### config.mk
export PLATFORM = sky130hd
export DESIGN_NAME = rendezvous_message_ipc_engine_unit
export DESIGN_NICKNAME = d
export VERILOG_FILES = /design/src/sv/rmie_pkg.sv /design/src/sv/rendezvous_message_ipc_engine_unit.sv /design/src/sv/rmie_table.sv
export SDC_FILE = /design/constraint.sdc
export NUM_CORES = 2
export LEC_CHECK = 0
export BUFFER_PORTS_ARGS = -buffer_cell sky130_fd_sc_hd__buf_2
export CAP_MARGIN = 15
export CELL_PAD_IN_SITES_DETAIL_PLACEMENT = 1
export CELL_PAD_IN_SITES_GLOBAL_PLACEMENT = 1
export CORE_ASPECT_RATIO = 0.7
export CORE_MARGIN = 2
export CORE_UTILIZATION = 52
export DETAILED_ROUTE_END_ITERATION = 10
export GPL_TIMING_DRIVEN = 0
export PLACE_DENSITY_LB_ADDON = 0.1
export REMOVE_ABC_BUFFERS = 1
export SLEW_MARGIN = 20
export SYNTH_ARGS = -nofsm -noshare
export SYNTH_HDL_FRONTEND = slang
export SYNTH_SLANG_ARGS = --single-unit
### constraint.sdc
create_clock -name clk -period 7.8 [get_ports clk]
set_input_delay 0.78 -clock clk [delete_from_list [all_inputs] [get_ports clk]]
set_output_delay 0.78 -clock clk [all_outputs]
set_load 0.03 [all_outputs]
### src/sv/rmie_pkg.sv
// ----------------------------------------------------------------------------
// rmie_pkg
// Types, codes and sizes shared by the rendezvous IPC engine and its table.
// ----------------------------------------------------------------------------
`default_nettype none

package rmie_pkg;

  localparam int NUM_PROCS = 32;
  localparam int PID_W     = $clog2(NUM_PROCS);
  localparam int CNT_W     = $clog2(NUM_PROCS + 1);
  localparam int HANDLE_W  = 32;

  localparam int IN_FW   = PID_W + 2 + PID_W + HANDLE_W;
  localparam int IN_DW   = ((IN_FW + 7) / 8) * 8;
  localparam int OUT_FW  = HANDLE_W + HANDLE_W + PID_W + 1 + PID_W;
  localparam int OUT_DW  = ((OUT_FW + 7) / 8) * 8;

  typedef enum logic [1:0] {
    OP_SEND   = 2'd0,
    OP_RECV   = 2'd1,
    OP_NOTIFY = 2'd2
  } op_t;

  typedef enum logic [1:0] {
    MODE_IDLE      = 2'd0,
    MODE_SENDING   = 2'd1,
    MODE_RECEIVING = 2'd2
  } mode_t;

  localparam logic [1:0] KIND_SPECIFIC  = 2'd0;
  localparam logic [1:0] KIND_ANY       = 2'd1;
  localparam logic [1:0] KIND_INTERRUPT = 2'd2;
  localparam logic [1:0] KIND_RESERVED  = 2'd3;

  typedef enum logic [2:0] {
    OUT_BLOCKED     = 3'd0,
    OUT_COPIED      = 3'd1,
    OUT_INT_WRITTEN = 3'd2,
    OUT_INT_PENDING = 3'd3,
    OUT_REFUSED     = 3'd4
  } outcome_t;

  typedef enum logic [3:0] {
    S_IDLE,
    S_RD_C,
    S_CHAIN,
    S_SEND_PEER,
    S_ENQ_HEAD,
    S_ENQ_WALK,
    S_RD_PEER,
    S_DQ_WALK,
    S_DQ_FIX,
    S_DQ_FREE,
    S_DONE
  } state_t;

  // One process entry of the rendezvous table.
  typedef struct packed {
    mode_t                mode;
    logic [PID_W-1:0]     send_target;
    logic [1:0]           wait_kind;
    logic [PID_W-1:0]     wait_pid;
    logic [HANDLE_W-1:0]  held_handle;
    logic                 int_pending;
    logic [PID_W-1:0]     queue_head;
    logic                 head_valid;
    logic [PID_W-1:0]     queue_next;
    logic                 next_valid;
  } rec_t;

  typedef struct packed {
    logic                 rd_en;
    logic [PID_W-1:0]     rd_addr;
    logic                 wr_en;
    logic [PID_W-1:0]     wr_addr;
    rec_t                 wr_data;
  } tbl_req_t;

  typedef struct packed {
    outcome_t             outcome;
    logic [HANDLE_W-1:0]  copy_from;
    logic [HANDLE_W-1:0]  copy_to;
    logic [PID_W-1:0]     source;
    logic                 woken_valid;
    logic [PID_W-1:0]     woken_pid;
  } res_t;

endpackage

`default_nettype wire

### src/sv/rendezvous_message_ipc_engine_unit.sv
// A notify or a refused request passes S_RD_C and S_DONE on its way to the output
// register; a send or receive may also walk the send chain or a sender queue,
// with one table read per walk step.
// One request is worked on at a time; the next is taken once the result sits in the
// output register. Reset (synchronous, active low) marks every entry idle with no
// pending interrupt and an empty queue at once; no clearing pass.
// ----------------------------------------------------------------------------
// rendezvous_message_ipc_engine_unit
// Synchronous rendezvous message engine over a per-process table in memory.
// ----------------------------------------------------------------------------
`default_nettype none

module rendezvous_message_ipc_engine_unit (
  input  wire logic                         clk,
  input  wire logic                         rst_n,
  input  wire logic                         in_tvalid,
  output logic                              in_tready,
  // process_id, peer_kind, peer_pid, message_handle (lowest bit up)
  input  wire logic [rmie_pkg::IN_DW-1:0]   in_tdata,
  // operation
  input  wire logic [1:0]                   in_tuser,
  output logic                              out_tvalid,
  input  wire logic                         out_tready,
  // copy_from_handle, copy_to_handle, message_source, woken_valid, woken_pid
  output logic [rmie_pkg::OUT_DW-1:0]       out_tdata,
  // outcome
  output logic [2:0]                        out_tuser
);

  localparam int PW = rmie_pkg::PID_W;
  localparam int HW = rmie_pkg::HANDLE_W;
  localparam int CW = rmie_pkg::CNT_W;

  rmie_pkg::state_t st_r, st_nxt;
  logic [1:0]       op_r, op_nxt;
  logic [PW-1:0]    c_r, c_nxt;
  logic [1:0]       kind_r, kind_nxt;
  logic [PW-1:0]    peer_r, peer_nxt;
  logic [HW-1:0]    m_r, m_nxt;
  rmie_pkg::rec_t   cr_r, cr_nxt;
  rmie_pkg::rec_t   pr_r, pr_nxt;
  rmie_pkg::rec_t   qr_r, qr_nxt;
  logic [PW-1:0]    p_r, p_nxt;
  logic [PW-1:0]    prev_r, prev_nxt;
  logic [PW-1:0]    from_r, from_nxt;
  logic             havep_r, havep_nxt;
  logic [CW-1:0]    n_r, n_nxt;
  rmie_pkg::res_t   res_r, res_nxt;
  logic             out_valid_r, out_valid_nxt;
  rmie_pkg::res_t   out_res_r, out_res_nxt;

  rmie_pkg::tbl_req_t req;
  rmie_pkg::rec_t     r;

  logic in_fire, out_free;
  logic notify_hit, send_bad, recv_bad, recv_int, recv_any, recv_spec;
  logic chain_end, chain_fail, peer_rdy, walk_more, spec_match, dq_hit, dq_stop;

  rmie_table u_table (
    .clk    (clk),
    .rst_n  (rst_n),
    .req    (req),
    .rd_rec (r)
  );

  function automatic rmie_pkg::res_t refused();
    rmie_pkg::res_t x;
    x = '0;
    x.outcome = rmie_pkg::OUT_REFUSED;
    return x;
  endfunction

  function automatic rmie_pkg::rec_t block_recv(rmie_pkg::rec_t base, logic [HW-1:0] m,
                                                 logic [1:0] kind, logic [PW-1:0] peer);
    rmie_pkg::rec_t x;
    x = base;
    x.mode        = rmie_pkg::MODE_RECEIVING;
    x.held_handle = m;
    x.wait_kind   = kind;
    x.wait_pid    = (kind == rmie_pkg::KIND_SPECIFIC) ? peer : '0;
    return x;
  endfunction

  assign in_fire   = in_tvalid && in_tready;
  assign out_free  = !out_valid_r || out_tready;
  assign in_tready = (st_r == rmie_pkg::S_IDLE);

  assign notify_hit = (r.mode == rmie_pkg::MODE_RECEIVING) &&
                      (r.wait_kind == rmie_pkg::KIND_INTERRUPT ||
                       r.wait_kind == rmie_pkg::KIND_ANY);
  assign send_bad   = (r.mode != rmie_pkg::MODE_IDLE) || (peer_r == c_r);
  assign recv_bad   = (r.mode != rmie_pkg::MODE_IDLE) ||
                      (kind_r == rmie_pkg::KIND_RESERVED) ||
                      (kind_r == rmie_pkg::KIND_SPECIFIC && peer_r == c_r);
  assign recv_int   = r.int_pending && (kind_r != rmie_pkg::KIND_SPECIFIC);
  assign recv_any   = (kind_r == rmie_pkg::KIND_ANY) && r.head_valid;
  assign recv_spec  = (kind_r == rmie_pkg::KIND_SPECIFIC);
  assign chain_end  = (r.mode != rmie_pkg::MODE_SENDING);
  assign chain_fail = (r.send_target == c_r) ||
                      (n_r == CW'(rmie_pkg::NUM_PROCS - 1));
  assign peer_rdy   = (r.mode == rmie_pkg::MODE_RECEIVING) &&
                      ((r.wait_kind == rmie_pkg::KIND_SPECIFIC && r.wait_pid == c_r) ||
                       r.wait_kind == rmie_pkg::KIND_ANY);
  assign walk_more  = (n_r < CW'(rmie_pkg::NUM_PROCS)) && r.next_valid;
  assign spec_match = (r.mode == rmie_pkg::MODE_SENDING) && (r.send_target == c_r) &&
                      cr_r.head_valid;
  assign dq_hit     = (p_r == from_r);
  assign dq_stop    = !r.next_valid || (n_r + 1'b1 == CW'(rmie_pkg::NUM_PROCS));

  // Next state.
  always_comb begin
    st_nxt = st_r;
    case (st_r)
      rmie_pkg::S_IDLE: begin
        if (in_fire) st_nxt = rmie_pkg::S_RD_C;
      end
      rmie_pkg::S_RD_C: begin
        st_nxt = rmie_pkg::S_DONE;
        if (op_r == rmie_pkg::OP_SEND && !send_bad) begin
          st_nxt = rmie_pkg::S_CHAIN;
        end else if (op_r == rmie_pkg::OP_RECV && !recv_bad && !recv_int) begin
          if (recv_any)       st_nxt = rmie_pkg::S_DQ_WALK;
          else if (recv_spec) st_nxt = rmie_pkg::S_RD_PEER;
        end
      end
      rmie_pkg::S_CHAIN: begin
        if (chain_end)       st_nxt = rmie_pkg::S_SEND_PEER;
        else if (chain_fail) st_nxt = rmie_pkg::S_DONE;
      end
      rmie_pkg::S_SEND_PEER: begin
        if (peer_rdy)          st_nxt = rmie_pkg::S_DONE;
        else if (!r.head_valid) st_nxt = rmie_pkg::S_ENQ_HEAD;
        else                   st_nxt = rmie_pkg::S_ENQ_WALK;
      end
      rmie_pkg::S_ENQ_HEAD: st_nxt = rmie_pkg::S_DONE;
      rmie_pkg::S_ENQ_WALK: begin
        if (!walk_more) st_nxt = rmie_pkg::S_DONE;
      end
      rmie_pkg::S_RD_PEER: begin
        st_nxt = spec_match ? rmie_pkg::S_DQ_WALK : rmie_pkg::S_DONE;
      end
      rmie_pkg::S_DQ_WALK: begin
        if (dq_hit)       st_nxt = rmie_pkg::S_DQ_FIX;
        else if (dq_stop) st_nxt = rmie_pkg::S_DONE;
      end
      rmie_pkg::S_DQ_FIX:  st_nxt = rmie_pkg::S_DQ_FREE;
      rmie_pkg::S_DQ_FREE: st_nxt = rmie_pkg::S_DONE;
      rmie_pkg::S_DONE: begin
        if (out_free) st_nxt = rmie_pkg::S_IDLE;
      end
      default: st_nxt = rmie_pkg::S_IDLE;
    endcase
  end

  // Datapath, table accesses and result.
  always_comb begin
    op_nxt        = op_r;
    c_nxt         = c_r;
    kind_nxt      = kind_r;
    peer_nxt      = peer_r;
    m_nxt         = m_r;
    cr_nxt        = cr_r;
    pr_nxt        = pr_r;
    qr_nxt        = qr_r;
    p_nxt         = p_r;
    prev_nxt      = prev_r;
    from_nxt      = from_r;
    havep_nxt     = havep_r;
    n_nxt         = n_r;
    res_nxt       = res_r;
    out_valid_nxt = out_valid_r && !out_tready;
    out_res_nxt   = out_res_r;
    req           = '0;

    case (st_r)
      rmie_pkg::S_IDLE: begin
        if (in_fire) begin
          op_nxt      = in_tuser;
          c_nxt       = in_tdata[PW-1:0];
          kind_nxt    = in_tdata[PW+1:PW];
          peer_nxt    = in_tdata[2*PW+1:PW+2];
          m_nxt       = in_tdata[2*PW+2+HW-1:2*PW+2];
          req.rd_en   = 1'b1;
          req.rd_addr = in_tdata[PW-1:0];
        end
      end

      rmie_pkg::S_RD_C: begin
        cr_nxt  = r;
        res_nxt = refused();
        case (op_r)
          rmie_pkg::OP_NOTIFY: begin
            req.wr_en   = 1'b1;
            req.wr_addr = c_r;
            req.wr_data = r;
            res_nxt     = '0;
            if (notify_hit) begin
              req.wr_data.held_handle = '0;
              req.wr_data.int_pending = 1'b0;
              req.wr_data.mode        = rmie_pkg::MODE_IDLE;
              res_nxt.outcome         = rmie_pkg::OUT_INT_WRITTEN;
              res_nxt.copy_to         = r.held_handle;
              res_nxt.woken_valid     = 1'b1;
              res_nxt.woken_pid       = c_r;
            end else begin
              req.wr_data.int_pending = 1'b1;
              res_nxt.outcome         = rmie_pkg::OUT_INT_PENDING;
            end
          end
          rmie_pkg::OP_SEND: begin
            if (!send_bad) begin
              req.rd_en   = 1'b1;
              req.rd_addr = peer_r;
              p_nxt       = peer_r;
              n_nxt       = '0;
            end
          end
          rmie_pkg::OP_RECV: begin
            if (!recv_bad) begin
              res_nxt = '0;
              if (recv_int) begin
                req.wr_en               = 1'b1;
                req.wr_addr             = c_r;
                req.wr_data             = r;
                req.wr_data.int_pending = 1'b0;
                res_nxt.outcome         = rmie_pkg::OUT_INT_WRITTEN;
                res_nxt.copy_to         = m_r;
              end else if (recv_any) begin
                p_nxt       = r.queue_head;
                from_nxt    = r.queue_head;
                havep_nxt   = 1'b0;
                n_nxt       = '0;
                req.rd_en   = 1'b1;
                req.rd_addr = r.queue_head;
              end else if (recv_spec) begin
                req.rd_en   = 1'b1;
                req.rd_addr = peer_r;
              end else begin
                req.wr_en   = 1'b1;
                req.wr_addr = c_r;
                req.wr_data = block_recv(r, m_r, kind_r, peer_r);
                res_nxt.outcome = rmie_pkg::OUT_BLOCKED;
              end
            end
          end
          default: res_nxt = refused();
        endcase
      end

      rmie_pkg::S_CHAIN: begin
        if (chain_end) begin
          req.rd_en   = 1'b1;
          req.rd_addr = peer_r;
        end else if (chain_fail) begin
          res_nxt = refused();
        end else begin
          n_nxt       = n_r + 1'b1;
          p_nxt       = r.send_target;
          req.rd_en   = 1'b1;
          req.rd_addr = r.send_target;
        end
      end

      rmie_pkg::S_SEND_PEER: begin
        pr_nxt  = r;
        res_nxt = '0;
        req.wr_en = 1'b1;
        if (peer_rdy) begin
          req.wr_addr             = peer_r;
          req.wr_data             = r;
          req.wr_data.held_handle = '0;
          req.wr_data.mode        = rmie_pkg::MODE_IDLE;
          res_nxt.outcome         = rmie_pkg::OUT_COPIED;
          res_nxt.copy_from       = m_r;
          res_nxt.copy_to         = r.held_handle;
          res_nxt.source          = c_r;
          res_nxt.woken_valid     = 1'b1;
          res_nxt.woken_pid       = peer_r;
        end else begin
          req.wr_addr             = c_r;
          req.wr_data             = cr_r;
          req.wr_data.mode        = rmie_pkg::MODE_SENDING;
          req.wr_data.send_target = peer_r;
          req.wr_data.held_handle = m_r;
          req.wr_data.next_valid  = 1'b0;
          res_nxt.outcome         = rmie_pkg::OUT_BLOCKED;
          if (r.head_valid) begin
            // The caller was idle, so it sits in no queue and the walk never
            // reads the entry being written now.
            p_nxt       = r.queue_head;
            n_nxt       = '0;
            req.rd_en   = 1'b1;
            req.rd_addr = r.queue_head;
          end
        end
      end

      rmie_pkg::S_ENQ_HEAD: begin
        req.wr_en              = 1'b1;
        req.wr_addr            = peer_r;
        req.wr_data            = pr_r;
        req.wr_data.head_valid = 1'b1;
        req.wr_data.queue_head = c_r;
      end

      rmie_pkg::S_ENQ_WALK: begin
        if (walk_more) begin
          n_nxt       = n_r + 1'b1;
          p_nxt       = r.queue_next;
          req.rd_en   = 1'b1;
          req.rd_addr = r.queue_next;
        end else begin
          req.wr_en              = 1'b1;
          req.wr_addr            = p_r;
          req.wr_data            = r;
          req.wr_data.next_valid = 1'b1;
          req.wr_data.queue_next = c_r;
        end
      end

      rmie_pkg::S_RD_PEER: begin
        if (spec_match) begin
          from_nxt    = peer_r;
          p_nxt       = cr_r.queue_head;
          havep_nxt   = 1'b0;
          n_nxt       = '0;
          req.rd_en   = 1'b1;
          req.rd_addr = cr_r.queue_head;
        end else begin
          req.wr_en       = 1'b1;
          req.wr_addr     = c_r;
          req.wr_data     = block_recv(cr_r, m_r, kind_r, peer_r);
          res_nxt         = '0;
          res_nxt.outcome = rmie_pkg::OUT_BLOCKED;
        end
      end

      rmie_pkg::S_DQ_WALK: begin
        if (dq_hit) begin
          qr_nxt              = r;
          res_nxt             = '0;
          res_nxt.outcome     = rmie_pkg::OUT_COPIED;
          res_nxt.copy_from   = r.held_handle;
          res_nxt.copy_to     = m_r;
          res_nxt.source      = from_r;
          res_nxt.woken_valid = 1'b1;
          res_nxt.woken_pid   = from_r;
        end else begin
          prev_nxt  = p_r;
          pr_nxt    = r;
          havep_nxt = 1'b1;
          n_nxt     = n_r + 1'b1;
          if (dq_stop) begin
            req.wr_en       = 1'b1;
            req.wr_addr     = c_r;
            req.wr_data     = block_recv(cr_r, m_r, kind_r, peer_r);
            res_nxt         = '0;
            res_nxt.outcome = rmie_pkg::OUT_BLOCKED;
          end else begin
            p_nxt       = r.queue_next;
            req.rd_en   = 1'b1;
            req.rd_addr = r.queue_next;
          end
        end
      end

      rmie_pkg::S_DQ_FIX: begin
        req.wr_en = 1'b1;
        if (havep_r) begin
          req.wr_addr            = prev_r;
          req.wr_data            = pr_r;
          req.wr_data.next_valid = qr_r.next_valid;
          req.wr_data.queue_next = qr_r.queue_next;
        end else begin
          req.wr_addr            = c_r;
          req.wr_data            = cr_r;
          req.wr_data.head_valid = qr_r.next_valid;
          req.wr_data.queue_head = qr_r.queue_next;
        end
      end

      rmie_pkg::S_DQ_FREE: begin
        req.wr_en               = 1'b1;
        req.wr_addr             = p_r;
        req.wr_data             = qr_r;
        req.wr_data.next_valid  = 1'b0;
        req.wr_data.held_handle = '0;
        req.wr_data.mode        = rmie_pkg::MODE_IDLE;
      end

      rmie_pkg::S_DONE: begin
        if (out_free) begin
          out_valid_nxt = 1'b1;
          out_res_nxt   = res_r;
        end
      end

      default: ;
    endcase
  end

  always_ff @(posedge clk) begin
    if (!rst_n) begin
      st_r        <= rmie_pkg::S_IDLE;
      out_valid_r <= 1'b0;
    end else begin
      st_r        <= st_nxt;
      out_valid_r <= out_valid_nxt;
    end
  end

  always_ff @(posedge clk) begin
    op_r      <= op_nxt;
    c_r       <= c_nxt;
    kind_r    <= kind_nxt;
    peer_r    <= peer_nxt;
    m_r       <= m_nxt;
    cr_r      <= cr_nxt;
    pr_r      <= pr_nxt;
    qr_r      <= qr_nxt;
    p_r       <= p_nxt;
    prev_r    <= prev_nxt;
    from_r    <= from_nxt;
    havep_r   <= havep_nxt;
    n_r       <= n_nxt;
    res_r     <= res_nxt;
    out_res_r <= out_res_nxt;
  end

  assign out_tvalid = out_valid_r;
  assign out_tuser  = out_res_r.outcome;
  assign out_tdata  = {{(rmie_pkg::OUT_DW - rmie_pkg::OUT_FW){1'b0}},
                       out_res_r.woken_pid, out_res_r.woken_valid, out_res_r.source,
                       out_res_r.copy_to, out_res_r.copy_from};

  // A read must never meet a write to the same entry, as no forwarding exists.
  a_no_rw_clash: assert property (@(posedge clk) disable iff (!rst_n)
    req.wr_en && req.rd_en |-> req.wr_addr != req.rd_addr)
    else $error("table read and write hit the same entry");

  a_done_loads: assert property (@(posedge clk) disable iff (!rst_n)
    st_r == rmie_pkg::S_DONE && out_free |=> out_valid_r && st_r == rmie_pkg::S_IDLE)
    else $error("finished result not loaded into the output register");

  a_woken_outcome: assert property (@(posedge clk) disable iff (!rst_n)
    out_valid_r && out_res_r.woken_valid |->
      out_res_r.outcome == rmie_pkg::OUT_COPIED ||
      out_res_r.outcome == rmie_pkg::OUT_INT_WRITTEN)
    else $error("process woken on an outcome that releases nobody");

endmodule

`default_nettype wire

### src/sv/rmie_table.sv
// ----------------------------------------------------------------------------
// rmie_table
// Process table memory with registered read and a written flag per
// entry; an entry never written reads as the all-zero reset record.
// ----------------------------------------------------------------------------
`default_nettype none

module rmie_table (
  input  wire logic              clk,
  input  wire logic              rst_n,
  input  wire rmie_pkg::tbl_req_t req,
  output rmie_pkg::rec_t         rd_rec
);

  rmie_pkg::rec_t mem [rmie_pkg::NUM_PROCS];
  logic [rmie_pkg::NUM_PROCS-1:0] written_r;
  rmie_pkg::rec_t rd_q_r;
  logic           rd_v_r;

  always_ff @(posedge clk) begin
    if (req.wr_en) begin
      mem[req.wr_addr] <= req.wr_data;
    end
    if (req.rd_en) begin
      rd_q_r <= mem[req.rd_addr];
    end
  end

  always_ff @(posedge clk) begin
    if (!rst_n) begin
      written_r <= '0;
      rd_v_r    <= 1'b0;
    end else begin
      if (req.wr_en) begin
        written_r[req.wr_addr] <= 1'b1;
      end
      if (req.rd_en) begin
        rd_v_r <= written_r[req.rd_addr];
      end
    end
  end

  assign rd_rec = rd_v_r ? rd_q_r : '0;

endmodule

`default_nettype wire

==> metrics.md <==
| Metric | Value |
|---|---|
| Status | finished, final reports clean |
| Layout area overhead | 17.1% |
| Die Area | 183000 sq um |
| Post-CTS resize count | 0 |
| Hold Crit Start | in_tdata[16] |
| Starting Density | 52.6% |
| Syn Std Cell Area | 93200 sq um |
| Hold Path Sink | m_r[4]$_DFFE_PP_ |
| GRT overflow | 0 |
| R2R Setup Slk | 190 ps |
| RR Endpoint | u_table.rd_q_r[12]$_DFFE_PP_ |
| Die height | 358 um |
| First-pass detailed-route iteration total | 9 |
| Worst slew pin tran | 1200 ps |
| CP arrival | 8280 ps |
| Synth Warn # | 0 |
| Worst reg2reg path depth | 17 |
| TritonCTS clock tree | yes |
| Top-count cell post-synth | edfxtp_1 |
| Die width | 510 um |
| Synth Flop Type | edfxtp_1 |
| Vias/cell | 6.96 |
| Final worst setup slack | 188 ps |
| Port bufs | 129 |
| MaxCap Viol Count | 0 |
| Minimum clock period | 7610 ps |
| FILL cells | 15900 |
| Detailed placer's ending HPWL | 209000 um |
| Setup bufs post-CTS | 0 |
| Yosys reg bits | 2352 |
| Maximum operating frequency | 131 MHz |
| Post-synth top cells | 2314 x edfxtp_1, 1039 x nand2_1, 390 x a21oi_1 |
| Worst EP required | 8460 ps |
| Setup violation total in the final timing report | 0 |
| Share of layout cells above drive strength 1 | 13.6% |
| Reg2reg start | st_r[1]$_SDFFE_PN0P_ |
| Slew headroom | 20.1% |
| CTS Sinks | 2352 |
| Bufs on Longest Clock Path | 3 |
| Fraction of registers with async set/reset | 0% |
| Max Slew Vio Count | 0 |
| Yosys cell types | 90 |
| Vias in the first global route | 63300 |
| Area after DPL | 103000 sq um |
| Via count | 63100 |
| Hold buffer count at cts | 0 |
| Antenna viol nets, final | 0 |
| Clock Skew | 40.5 ps |
| Row count | 129 |
| VDD IR max | 0.000253 V |
| Worst-path clk slew | 60 ps |
| Mapped Cells | 6273 |
| Final count of hold timing violations | 0 |
| H-tree levels | 4 |
| Avg Inst Size Synth | 14.9 sq um |
| Post-synthesis sequential area ratio | 75.4% |
| LEAKAGE | 36.1 nW |
| Synth top area share | 74.5% |
| Pwr per Cell Area | 423 nW/um^2 |
| DRC viols | 0 |
| Post-Route WL | 327000 um |
| Final worst-path cycle share | 97.6% |
| Core Footprint | 177000 sq um |
| Initial DRC count | 9647 |
| Pre-CTS setup slack | 607 ps |
| Cells on Worst Hold Path | 1 |
| HP Class | in2reg |
| Synth area leaders | edfxtp_1 75%, nand2_1 4.2%, a22oi_1 2.2% |
| Type of origin of the critical path | register |
| Area leader, netlist | edfxtp_1 |
| Root Buffer | clkbuf_16 |
| Nets | 6597 |
| Crit Path Class | reg2reg |
| I/O pin cnt | 139 |
| Largest net degree at the start of global routing | 100 |
| Avg WL per Cell | 36.0 um |
| CTS Buf Count | 214 |
| RSZ-0062 raised after global routing | false |
| Clock latency on the worst-skew pair | 880 ps |
| Largest fanout on the critical path | 92 |
| GR Util All Layers | 35.3% |
| Final instance area | 109000 sq um |
| Number of enable flip-flop cells after synthesis | 2314 |
| Initial antenna violation count | 4 |
| First-pass GRT wire length | 460000 um |
| Gpl congestion | 0.901 |
| Endpoint type of the worst setup path | register |
-- report_power, final --
part	internal [mW]	total (mW)	switching, mW
clock	5.38	10.2	4.79
combinational	5.20	17.4	12.2
sequential	17.8	18.6	0.808
total	28.3	46.2	17.8
-- final cells by class --
class / instances / area [sq um] / area share [%]
clock buffer: 277 / 5650 / 5.18
timing repair buffer: 507 / 7980 / 7.31
tap: 2358 / 2950 / 2.70
inverter: 64 / 240 / 0.220
sequential: 2352 / 70300 / 64.3
antenna: 1 / 2.50 / 0.00229
clock inverter: 118 / 870 / 0.796
multi-input combinational: 3398 / 21200 / 19.5
-- stage by stage --
step	utilization [%]	cells	setup TNS, ps	total power, mW	hold slack (ps)
2_1_floorplan	-	5814	-487080	28.1	400
6_report	61.6	9075	0	46.2	80.5
5_1_grt	61.6	9074	0	47.5	51.2
4_1_cts	61.5	9074	0	45.8	43.3
3_3_place_gp	53.4	8301	-	33.0	402
3_5_place_dp	57.9	8679	0	35.6	405
-- cell usage in the layout, fill, tap and decap left out, types with 28 or more instances in the layout --
master	n
a2111oi_0	125
a211oi_1	128
a21oi_1	389
a221o_1	30
a221oi_1	66
a22oi_1	275
a311oi_1	118
a32oi_1	120
and3_1	192
buf_12	107
buf_16	149
buf_2	146
buf_4	54
buf_6	43
clkbuf_1	59
clkbuf_16	216
clkinv_1	61
clkinv_2	32
dfxtp_1	37
edfxtp_1	2314
inv_1	62
mux2i_1	183
nand2_1	1033
nand3_1	28
nand4_1	64
nor2_1	45
nor2_4	38
o21a_1	37
o21ai_0	232
-- state kept, by name, indices dropped and copies added, names as in the netlist, 3 cells and up --
signal and count:
out_tdata 75, from_r 5, u_table.mem 1888, pr_r 59, u_table.rd_q_r 59, c_r 5
out_tuser 3, m_r 32, u_table.written_r 32, peer_r 5, qr_r 25, prev_r 5
res_r 78, n_r 6, p_r 5, cr_r 59, st_r 4
-- worst max-delay path by stage --
| stage | from | endpoint | slack [ps] | cells past startpoint |
|---|---|---|---|---|
| 4_1_cts | st_r[1]$_SDFFE_PN0P_ | u_table.rd_q_r[12]$_DFFE_PP_ | 580 | 17 |
| 3_3_place_gp | st_r[0]$_SDFFE_PN0P_ | u_table.rd_q_r[23]$_DFFE_PP_ | -33370 | 9 |
| 6_report | st_r[1]$_SDFFE_PN0P_ | u_table.rd_q_r[12]$_DFFE_PP_ | 190 | 17 |
| 5_1_grt | st_r[1]$_SDFFE_PN0P_ | u_table.rd_q_r[12]$_DFFE_PP_ | 10 | 17 |
| 2_1_floorplan | st_r[1]$_SDFFE_PN0P_ | u_table.rd_q_r[0]$_DFFE_PP_ | -6630 | 10 |
| 3_5_place_dp | st_r[1]$_SDFFE_PN0P_ | u_table.rd_q_r[12]$_DFFE_PP_ | 610 | 17 |
-- critical path, stage by stage, from the launching register on --
cell and delay [ps]:
dfxtp_1 1020, nand2_1 250, nor2_1 500, o21ai_2 330
inv_1 420, a21oi_1 300, o21a_4 440, buf_12 260
buf_16 230, nand2_8 360, buf_16 350, buf_16 370
buf_16 380, buf_16 380, a2111oi_0 190, a2111oi_0 760
o21ai_0 180, nand4_1 250
-- kinds of logic (layout without fill, tap and decap cells) --
family | count (synthesis) | in the layout | share of synthesized area, %
AOI/OAI and AO/OA | 1666 | 1666 | 12.7
other | 1 | 6 | 0.00402
buffers and inverters | 527 | 966 | 2.50
DFF | 2352 | 2352 | 75.4
and+or+nand+nor | 1520 | 1520 | 7.26
muxes | 186 | 186 | 2.00
xor gates and xnor gates | 15 | 15 | 0.141
adders and majority gates | 6 | 6 | 0.0805
-- per-layer routing --
layer	wire [um]	GRT usage, %	share of wire [%]	up-vias
met5	13	0	0.0040	-
met4	14300	14.1	4.4	2
met3	35300	7.28	11	778
met2	148000	53.9	45	4204
met1	129000	50.0	40	32800
li1	-	-	-	25400
Power figures use the tool's default switching activity.
